### src/rtl/core/tlfs_pkg.sv
// Shared types and constants for the two-level free slot finder.
// Holds the request/result structs, request kind codes and field widths.
// No dependencies.
`timescale 1ns / 1ps

package tlfs_pkg;

    // Field widths fixed by the request/result format
    localparam int KIND_W  = 3;
    localparam int COUNT_W = 16;
    localparam int TOTAL_W = 20;

    // Slot bits are stored eight to a memory row
    localparam int ROW_W  = 8;
    localparam int ROW_SH = 3;

    // Request kinds
    localparam logic [KIND_W-1:0] K_SET     = 3'd0;
    localparam logic [KIND_W-1:0] K_COUNT   = 3'd1;
    localparam logic [KIND_W-1:0] K_REFRESH = 3'd2;
    localparam logic [KIND_W-1:0] K_FIND    = 3'd3;
    localparam logic [KIND_W-1:0] K_WRITE   = 3'd4;

    // Saturation limits
    localparam logic signed [COUNT_W-1:0] COUNT_MAX = 16'sh7fff;
    localparam logic signed [COUNT_W-1:0] COUNT_MIN = 16'sh8000;
    localparam int TOTAL_MAX = 524287;
    localparam int TOTAL_MIN = -524288;

    typedef struct packed {
        logic [KIND_W-1:0]         kind;
        logic [7:0]                slot_index;
        logic                      slot_value;
        logic [3:0]                group_index;
        logic                      is_addition;
        logic signed [TOTAL_W-1:0] total_value;
    } req_t;

    typedef struct packed {
        logic                      found;
        logic [7:0]                free_index;
        logic                      any_free;
        logic signed [TOTAL_W-1:0] total_now;
    } rsp_t;

endpackage

### src/rtl/core/tlfs_ram.sv
// Simple dual-port synchronous RAM: one write port, one registered read port.
// Used for the slot bit rows and the group counts. No dependencies.
`timescale 1ns / 1ps

module tlfs_ram #(
    parameter int WIDTH = 8,
    parameter int DEPTH = 32,
    parameter int AW    = (DEPTH > 1) ? $clog2(DEPTH) : 1
) (
    input  logic             clk,
    input  logic             we,
    input  logic [AW-1:0]    waddr,
    input  logic [WIDTH-1:0] wdata,
    input  logic [AW-1:0]    raddr,
    output logic [WIDTH-1:0] rdata
);

    logic [WIDTH-1:0] mem [DEPTH];

    // Write port
    always_ff @(posedge clk)
    begin
        if (we)
        begin
            mem[waddr] <= wdata;
        end
    end

    // Read port, registered
    always_ff @(posedge clk)
    begin
        rdata <= mem[raddr];
    end

endmodule

### src/rtl/core/two_level_free_slot_finder.sv
// Top level of the two-level free slot finder: request sequencer around
// two tlfs_ram instances (slot bit rows, group counts). Uses tlfs_pkg.
//
// Usage:
//   A request (req) is taken when start is high and busy is low. Each request
//   produces exactly one result on rsp, shown for one cycle with done high;
//   the receiver cannot hold it off, and done only shows while busy is low.
//   Write total, an unknown kind and an out-of-range set/count finish straight
//   from idle; set slot and count change pass through a write state (S_SET or
//   S_CNT). A find with no positive count ends after the group walk; at worst
//   (group 0 positive, no free) it also walks every slot row.
//   The refresh and the find walk the count memory one group a cycle through
//   its single read port; the find then walks the slot memory one 8-slot row
//   a cycle. One request is in work at a time; a new one may start in the
//   cycle its predecessor's result is shown.
//   After reset the block clears every slot row and every group count, one
//   address a cycle, with busy held high; the stored total resets to zero.
`timescale 1ns / 1ps

module two_level_free_slot_finder
    import tlfs_pkg::*;
#(
    parameter int GROUPS = 16,
    parameter int SLOTS  = 256
) (
    input  logic clk,
    input  logic rst_n,
    input  logic start,
    output logic busy,
    input  req_t req,
    output logic done,
    output rsp_t rsp
);

    localparam int ROWS  = (SLOTS + ROW_W - 1) / ROW_W;
    localparam int RAW   = (ROWS > 1) ? $clog2(ROWS) : 1;
    localparam int GW    = $clog2(GROUPS);
    localparam int CLR_N = (ROWS > GROUPS) ? ROWS : GROUPS;
    localparam int CLW   = $clog2(CLR_N) + 1;
    localparam int JW0   = $clog2(GROUPS * GROUPS + SLOTS + 1);
    localparam int JW    = (JW0 > 9) ? JW0 : 9;
    localparam int ACC_W = (COUNT_W + GW > TOTAL_W) ? COUNT_W + GW : TOTAL_W + 1;

    localparam logic [2:0] S_CLEAR = 3'd0;
    localparam logic [2:0] S_IDLE  = 3'd1;
    localparam logic [2:0] S_SET   = 3'd2;
    localparam logic [2:0] S_CNT   = 3'd3;
    localparam logic [2:0] S_SUM   = 3'd4;
    localparam logic [2:0] S_FGRP  = 3'd5;
    localparam logic [2:0] S_FSLOT = 3'd6;

    logic [2:0]                state_reg, state_next;
    logic [CLW-1:0]            clr_reg, clr_next;
    logic [GW-1:0]             ptr_reg, ptr_next;
    logic [RAW-1:0]            row_reg, row_next;
    logic                      first_reg, first_next;
    req_t                      req_reg, req_next;
    logic signed [ACC_W-1:0]   acc_reg, acc_next;
    logic signed [TOTAL_W-1:0] total_reg, total_next;
    logic                      done_reg, done_next;
    rsp_t                      rsp_reg, rsp_next;

    // Memory ports
    logic               slot_we;
    logic [RAW-1:0]     slot_waddr, slot_raddr;
    logic [ROW_W-1:0]   slot_wdata, slot_rdata;
    logic               cnt_we;
    logic [GW-1:0]      cnt_waddr, cnt_raddr;
    logic [COUNT_W-1:0] cnt_wdata, cnt_rdata;

    // Datapath helpers
    logic signed [COUNT_W-1:0] cnt_val, cnt_mod;
    logic signed [ACC_W-1:0]   sum;
    logic signed [TOTAL_W-1:0] sum_sat;
    logic [JW-1:0]             grp_start;
    logic [RAW-1:0]            grp_row;
    logic [ROW_SH-1:0]         grp_off;
    logic                      grp_in;
    logic                      set_in, cnt_in;
    logic [ROW_W-1:0]          off_mask, masked, set_row;
    logic [ROW_SH-1:0]         enc;
    logic                      hit;

    tlfs_ram #(
        .WIDTH (ROW_W),
        .DEPTH (ROWS),
        .AW    (RAW)
    ) u_slot_ram (
        .clk   (clk),
        .we    (slot_we),
        .waddr (slot_waddr),
        .wdata (slot_wdata),
        .raddr (slot_raddr),
        .rdata (slot_rdata)
    );

    tlfs_ram #(
        .WIDTH (COUNT_W),
        .DEPTH (GROUPS),
        .AW    (GW)
    ) u_cnt_ram (
        .clk   (clk),
        .we    (cnt_we),
        .waddr (cnt_waddr),
        .wdata (cnt_wdata),
        .raddr (cnt_raddr),
        .rdata (cnt_rdata)
    );

    // Saturating count update
    always_comb
    begin
        cnt_val = $signed(cnt_rdata);
        cnt_mod = cnt_val;
        if (req_reg.is_addition)
        begin
            if (cnt_val != COUNT_MAX)
            begin
                cnt_mod = cnt_val + 16'sd1;
            end
        end
        else
        begin
            if (cnt_val != COUNT_MIN)
            begin
                cnt_mod = cnt_val - 16'sd1;
            end
        end
    end

    // Running sum of counts, saturated to the total's range at the end
    always_comb
    begin
        sum = acc_reg + ACC_W'(cnt_val);
        if (sum > ACC_W'(TOTAL_MAX))
        begin
            sum_sat = TOTAL_W'(TOTAL_MAX);
        end
        else if (sum < ACC_W'(TOTAL_MIN))
        begin
            sum_sat = TOTAL_W'(TOTAL_MIN);
        end
        else
        begin
            sum_sat = TOTAL_W'(sum);
        end
    end

    // First slot of the current group and the row scan
    always_comb
    begin
        grp_start = JW'(ptr_reg) * JW'(GROUPS);
        grp_row   = RAW'(grp_start >> ROW_SH);
        grp_off   = grp_start[ROW_SH-1:0];
        grp_in    = grp_start < JW'(SLOTS);
        off_mask  = ~((ROW_W'(1) << grp_off) - ROW_W'(1));
        masked    = first_reg ? (slot_rdata & off_mask) : slot_rdata;
        hit       = |masked;
        enc       = '0;
        for (int i = ROW_W - 1; i >= 0; i--)
        begin
            if (masked[i])
            begin
                enc = ROW_SH'(i);
            end
        end
    end

    // Range checks on the incoming request and the row update for a set
    always_comb
    begin
        set_in  = JW'(req.slot_index) < JW'(SLOTS);
        cnt_in  = JW'(req.group_index) < JW'(GROUPS);
        set_row = slot_rdata;
        set_row[req_reg.slot_index[ROW_SH-1:0]] = req_reg.slot_value;
    end

    // Sequencer
    always_comb
    begin
        state_next = state_reg;
        clr_next   = clr_reg;
        ptr_next   = ptr_reg;
        row_next   = row_reg;
        first_next = first_reg;
        req_next   = req_reg;
        acc_next   = acc_reg;
        total_next = total_reg;
        done_next  = 1'b0;
        rsp_next   = '0;

        slot_we    = 1'b0;
        slot_waddr = RAW'(req_reg.slot_index >> ROW_SH);
        slot_wdata = set_row;
        slot_raddr = grp_row;
        cnt_we     = 1'b0;
        cnt_waddr  = GW'(req_reg.group_index);
        cnt_wdata  = cnt_mod;
        cnt_raddr  = ptr_reg + GW'(1);

        unique case (state_reg)
            S_CLEAR:
            begin
                slot_we    = clr_reg < CLW'(ROWS);
                slot_waddr = clr_reg[RAW-1:0];
                slot_wdata = '0;
                cnt_we     = clr_reg < CLW'(GROUPS);
                cnt_waddr  = clr_reg[GW-1:0];
                cnt_wdata  = '0;
                if (clr_reg == CLW'(CLR_N - 1))
                begin
                    state_next = S_IDLE;
                end
                else
                begin
                    clr_next = clr_reg + CLW'(1);
                end
            end

            S_IDLE:
            begin
                if (start)
                begin
                    req_next = req;
                    ptr_next = '0;
                    acc_next = '0;
                    unique case (req.kind)
                        K_SET:
                        begin
                            slot_raddr = RAW'(req.slot_index >> ROW_SH);
                            if (set_in)
                            begin
                                state_next = S_SET;
                            end
                            else
                            begin
                                done_next = 1'b1;
                            end
                        end
                        K_COUNT:
                        begin
                            cnt_raddr = GW'(req.group_index);
                            if (cnt_in)
                            begin
                                state_next = S_CNT;
                            end
                            else
                            begin
                                done_next = 1'b1;
                            end
                        end
                        K_REFRESH:
                        begin
                            cnt_raddr  = '0;
                            state_next = S_SUM;
                        end
                        K_FIND:
                        begin
                            cnt_raddr  = '0;
                            state_next = S_FGRP;
                        end
                        K_WRITE:
                        begin
                            total_next = req.total_value;
                            done_next  = 1'b1;
                        end
                        default:
                        begin
                            done_next = 1'b1;
                        end
                    endcase
                end
            end

            S_SET:
            begin
                slot_we    = 1'b1;
                done_next  = 1'b1;
                state_next = S_IDLE;
            end

            S_CNT:
            begin
                cnt_we     = 1'b1;
                done_next  = 1'b1;
                state_next = S_IDLE;
            end

            S_SUM:
            begin
                acc_next = sum;
                if (ptr_reg == GW'(GROUPS - 1))
                begin
                    total_next = sum_sat;
                    done_next  = 1'b1;
                    state_next = S_IDLE;
                end
                else
                begin
                    ptr_next = ptr_reg + GW'(1);
                end
            end

            S_FGRP:
            begin
                // slot row of this group is read ahead in case it is positive
                row_next   = grp_row;
                first_next = 1'b1;
                if (cnt_val > 16'sd0)
                begin
                    if (grp_in)
                    begin
                        state_next = S_FSLOT;
                    end
                    else
                    begin
                        done_next  = 1'b1;
                        state_next = S_IDLE;
                    end
                end
                else if (ptr_reg == GW'(GROUPS - 1))
                begin
                    done_next  = 1'b1;
                    state_next = S_IDLE;
                end
                else
                begin
                    ptr_next = ptr_reg + GW'(1);
                end
            end

            S_FSLOT:
            begin
                slot_raddr = row_reg + RAW'(1);
                if (hit)
                begin
                    rsp_next.found      = 1'b1;
                    rsp_next.free_index = 8'({row_reg, enc});
                    done_next           = 1'b1;
                    state_next          = S_IDLE;
                end
                else if (row_reg == RAW'(ROWS - 1))
                begin
                    done_next  = 1'b1;
                    state_next = S_IDLE;
                end
                else
                begin
                    row_next   = row_reg + RAW'(1);
                    first_next = 1'b0;
                end
            end

            default:
            begin
                state_next = S_IDLE;
            end
        endcase

        rsp_next.any_free  = total_next > 20'sd0;
        rsp_next.total_now = total_next;
    end

    // Control state
    always_ff @(posedge clk or negedge rst_n)
    begin
        if (!rst_n)
        begin
            state_reg <= S_CLEAR;
            clr_reg   <= '0;
            total_reg <= '0;
            done_reg  <= 1'b0;
        end
        else
        begin
            state_reg <= state_next;
            clr_reg   <= clr_next;
            total_reg <= total_next;
            done_reg  <= done_next;
        end
    end

    // Working registers and result payload
    always_ff @(posedge clk)
    begin
        ptr_reg   <= ptr_next;
        row_reg   <= row_next;
        first_reg <= first_next;
        req_reg   <= req_next;
        acc_reg   <= acc_next;
        rsp_reg   <= rsp_next;
    end

    assign busy = state_reg != S_IDLE;
    assign done = done_reg;
    assign rsp  = rsp_reg;

endmodule

### config.mk
export PLATFORM = sky130hd
export DESIGN_NAME = two_level_free_slot_finder
export DESIGN_NICKNAME = d
export VERILOG_FILES = /design/src/rtl/core/tlfs_pkg.sv /design/src/rtl/core/tlfs_ram.sv /design/src/rtl/core/two_level_free_slot_finder.sv
export SDC_FILE = /design/constraint.sdc
export NUM_CORES = 1
export LEC_CHECK = 0
export BUFFER_PORTS_ARGS = -buffer_cell sky130_fd_sc_hd__buf_2
export CAP_MARGIN = 0
export CELL_PAD_IN_SITES_DETAIL_PLACEMENT = 1
export CELL_PAD_IN_SITES_GLOBAL_PLACEMENT = 1
export CORE_UTILIZATION = 31
export DETAILED_ROUTE_END_ITERATION = 8
export PLACE_DENSITY = 0.47
export SLEW_MARGIN = 20
export SYNTH_ARGS = -nofsm -noshare
export SYNTH_HDL_FRONTEND = slang
export SYNTH_SLANG_ARGS = --single-unit
### constraint.sdc
create_clock -name clk -period 7.55 [get_ports clk]
set_clock_uncertainty 0.15 [all_clocks]
set_input_delay 0.3775 -clock clk [delete_from_list [all_inputs] [get_ports clk]]
set_output_delay 0.3775 -clock clk [all_outputs]
set_load 0.02 [all_outputs]
==> flow_summary.yaml <==
drt:
  vias: 15337
  viasPerCell: 4.93
  wl_per_cell_um: 24.4
  drc: 0
  ant_nets: 0
  drt_iter0_drc: 710
  dr.pass1.iters: 4
  wl_um: 75800
worst_setup_path:
  r2r_slack_ps: 3200
  cp-end-kind: "register"
  timing.rr.start: "state_reg[0]$_DFFE_PN0P_"
  arrival_ps: 4710
  crit_family: "simple AND/OR/NAND/NOR gates"
  required_ps: 7910
  crit_top_cell: "mux2i_1"
  criticalPathCategory: "register to register"
  cp_max_fo: 33
  cp_slowest_cell: "a221o_4"
  crit_chain: "nor3b_2, nand2_1, inv_2, nand2_1, nor3_4, a221o_4, buf_4, mux2i_1, mux2i_1, mux2i_1, mux2_2"
  worstSetupStartpointType: "register"
  slowest_delay_ps: 660
  path_buf_inv: 2
  r2r_end: "u_slot_ram.rdata[7]$_DFF_P_"
  worst_r2r_path_depth: 11
clocking:
  cts_root_buffer: "clkbuf_16"
  clkTransAtPathRegs_ps: 60
  cts_tree: "built"
  htreeDepth: 3
  cts_buffers: 77
  cts.sinks: 640
  cts_resized: 0
  clkLatencyLatePin_ps: 630
  cts_buffer_depth: 3
die:
  die_area_um2: 89400
  die_x_um: 299
  num_rows: 108
  coreArea_um2: 87000
  ios: 72
  chipHeight_um: 299
  start_util_pct: 31.4
cells_and_area:
  finalInstanceArea_um2: 32100
  nets: 1956
  multi_input_area_um2: 8540
  mostFrequentLayoutCells: "556 x edfxtp_1, 268 x mux2i_1, 127 x nor2_1"
  area_growth_syn_to_layout_pct: 17.3
  fill_cells: 8904
  drive_above_1_share_pct: 17.8
  regArea_um2: 18500
  final_common_cell: "edfxtp_1"
  n_antenna_cell: 0
synthesis:
  yosysWarnings: 0
  synthFlopType: "edfxtp_1"
  synthArstFlopShare_pct: 4.69
  ys_types: 86
  syn_inst: 1767
  synth_edf_count: 556
  synth_fp_nets: 1834
  syn_area_um2: 27300
  ys_ff_latch: 640
  ys_seq_area_share_pct: 67.8
  syn_area_per_cell_um2: 15.5
timing:
  worst_slack_ps: 3200
  period_minus_slack_ps: 4350
  max_freq_mhz: 230
  relSlewSlack_pct: 24.3
  rsz0062_at_grt: "false"
  drv_slew: 0
  setup_violations: 0
  post-route-period-util_pct: 57.7
  hold_violations: 0
  fin_tns_setup_ps: 0
  tightestPinTransition_ps: 1130
grt:
  grt_pass1_wl_um: 111000
  grtUsageTotal_pct: 16.9
  grt_max_degree: 129
  grt_pass1_vias: 16816
  grt_overflow: 0
  antenna_found_initial: 2
pwr:
  p_int_w: 0.00842
  combPwrFrac_pct: 30.3
  ir_worst_vdd_uv: 226
  pwr-share-clk_pct: 29.2
  p_seq_share_pct: 40.5
  leakagePower_nw: 11.8
  p_switching_w: 0.00449
  switching_share_pct: 34.8
  p_per_area_nw_per_um2: 403
place:
  dp_hpwl_um: 47100
  place_ws_ps: 3140
  port_buffers: 71
  gp_congestion: 0.775
  place_area_um2: 29200
hold_path:
  hold_end: "rsp[5]$_DFF_P_"
  hold_depth: 4
  min_from: "req[5]"
  hp-class: "input port to register"
run_status:
  status: "completed"
job:
  maxCapViolations: 0
-- logic make-up (layout without fill, tap and decap cells) --
group	count (synthesis)	count (layout)	synth area share [%]
buffers and inverters	110	297	1.80
DFF	640	640	67.8
xor gates and xnor gates	39	39	1.25
adders and majority gates	30	30	1.37
muxes	342	342	15.5
AOI/OAI and AO/OA	198	198	4.97
and+or+nand+nor	408	408	7.34
-- per-layer routing --
metal | GRT usage (%) | vias to the layer above | part of all wire, %
met5 | 0 | - | 0.015
met4 | 5.04 | 2 | 2.4
met3 | 2.31 | 98 | 2.4
met2 | 30.3 | 195 | 51
met1 | 21.0 | 7948 | 44
li1 | - | 7094 | -
-- what timing repair did --
| action | 4_1_cts | 5_1_grt |
|---|---|---|
| buffers inserted | 0 | 0 |
| hold buffers | 33 | 0 |
| hold endpoints to repair | 79 | 0 |
-- final cells by class --
cell class | instances | share of cell area (%)
clock inverter | 40 | 1.38
inverter | 22 | 0.257
sequential | 640 | 57.8
multi-input combinational | 1017 | 26.6
clock buffer | 104 | 6.68
tap | 1155 | 4.51
timing repair buffer | 131 | 2.81
-- worst max-delay path by stage --
| stage | startpoint | to | slack [ps] | cells after the start |
|---|---|---|---|---|
| 6_report | state_reg[0]$_DFFE_PN0P_ | u_slot_ram.rdata[7]$_DFF_P_ | 3200 | 11 |
| 5_1_grt | state_reg[0]$_DFFE_PN0P_ | u_slot_ram.rdata[7]$_DFF_P_ | 2830 | 11 |
| 4_1_cts | state_reg[0]$_DFFE_PN0P_ | u_slot_ram.rdata[7]$_DFF_P_ | 3140 | 11 |
| 3_5_place_dp | state_reg[0]$_DFFE_PN0P_ | u_slot_ram.rdata[7]$_DFF_P_ | 3140 | 11 |
| 3_3_place_gp | state_reg[0]$_DFFE_PN0P_ | u_slot_ram.rdata[5]$_DFF_P_ | 3290 | 11 |
| 2_1_floorplan | acc_reg[0]$_SDFFCE_PN0P_ | rsp[20]$_DFF_P_ | 4160 | 12 |
-- power by group through the flow --
| stage | logic [W] | clock network, W | registers [W] |
|---|---|---|---|
| final | 0.00391 | 0.00377 | 0.00523 |
| after CTS | 0.00402 | 0.00388 | 0.00524 |
| after global placement | 0.00392 | 0 | 0.00529 |
| after global routing | 0.00429 | 0.00400 | 0.00528 |
| after detailed placement | 0.00399 | 0 | 0.00530 |
| after floorplan | 0.00262 | 0 | 0.00517 |
-- stage by stage --
| step | hold WS [ps] | total power (W) | util (%) | std cells |
|---|---|---|---|---|
| finish | 52.4 | 0.0129 | 36.9 | 3109 |
| global route | 36.2 | 0.0136 | 36.9 | 3109 |
| CTS | 16.4 | 0.0131 | 36.9 | 3109 |
| detailed placement | 370 | 0.00929 | 33.5 | 2932 |
| global placement | 358 | 0.00922 | 33.5 | 2932 |
| floorplan | -68.1 | 0.00779 | - | 1767 |
-- synthesized netlist by cell type, types with 17 or more instances --
cell type	instances	area, um2
dfxtp_1	54	1080
ha_1	26	325
nand2_1	73	274
a21oi_1	67	335
nor3_1	26	130
edfxtp_1	556	16700
dfrtp_1	30	751
xnor2_1	21	184
nand3_1	33	165
a211oi_1	20	150
mux2i_1	268	2680
nor2b_1	20	125
buf_2	22	110
buf_1	17	63.8
clkbuf_1	39	146
inv_1	21	78.8
and3_1	17	106
xor2_1	18	158
mux4_2	64	1440
nor2_1	150	563
-- worst min-delay path: stages --
cell      delay (ps)
buf_2            100
a22oi_1           80
o2111a_1         160
inv_1             70
No activity file was read; power rests on OpenSTA's default activity.
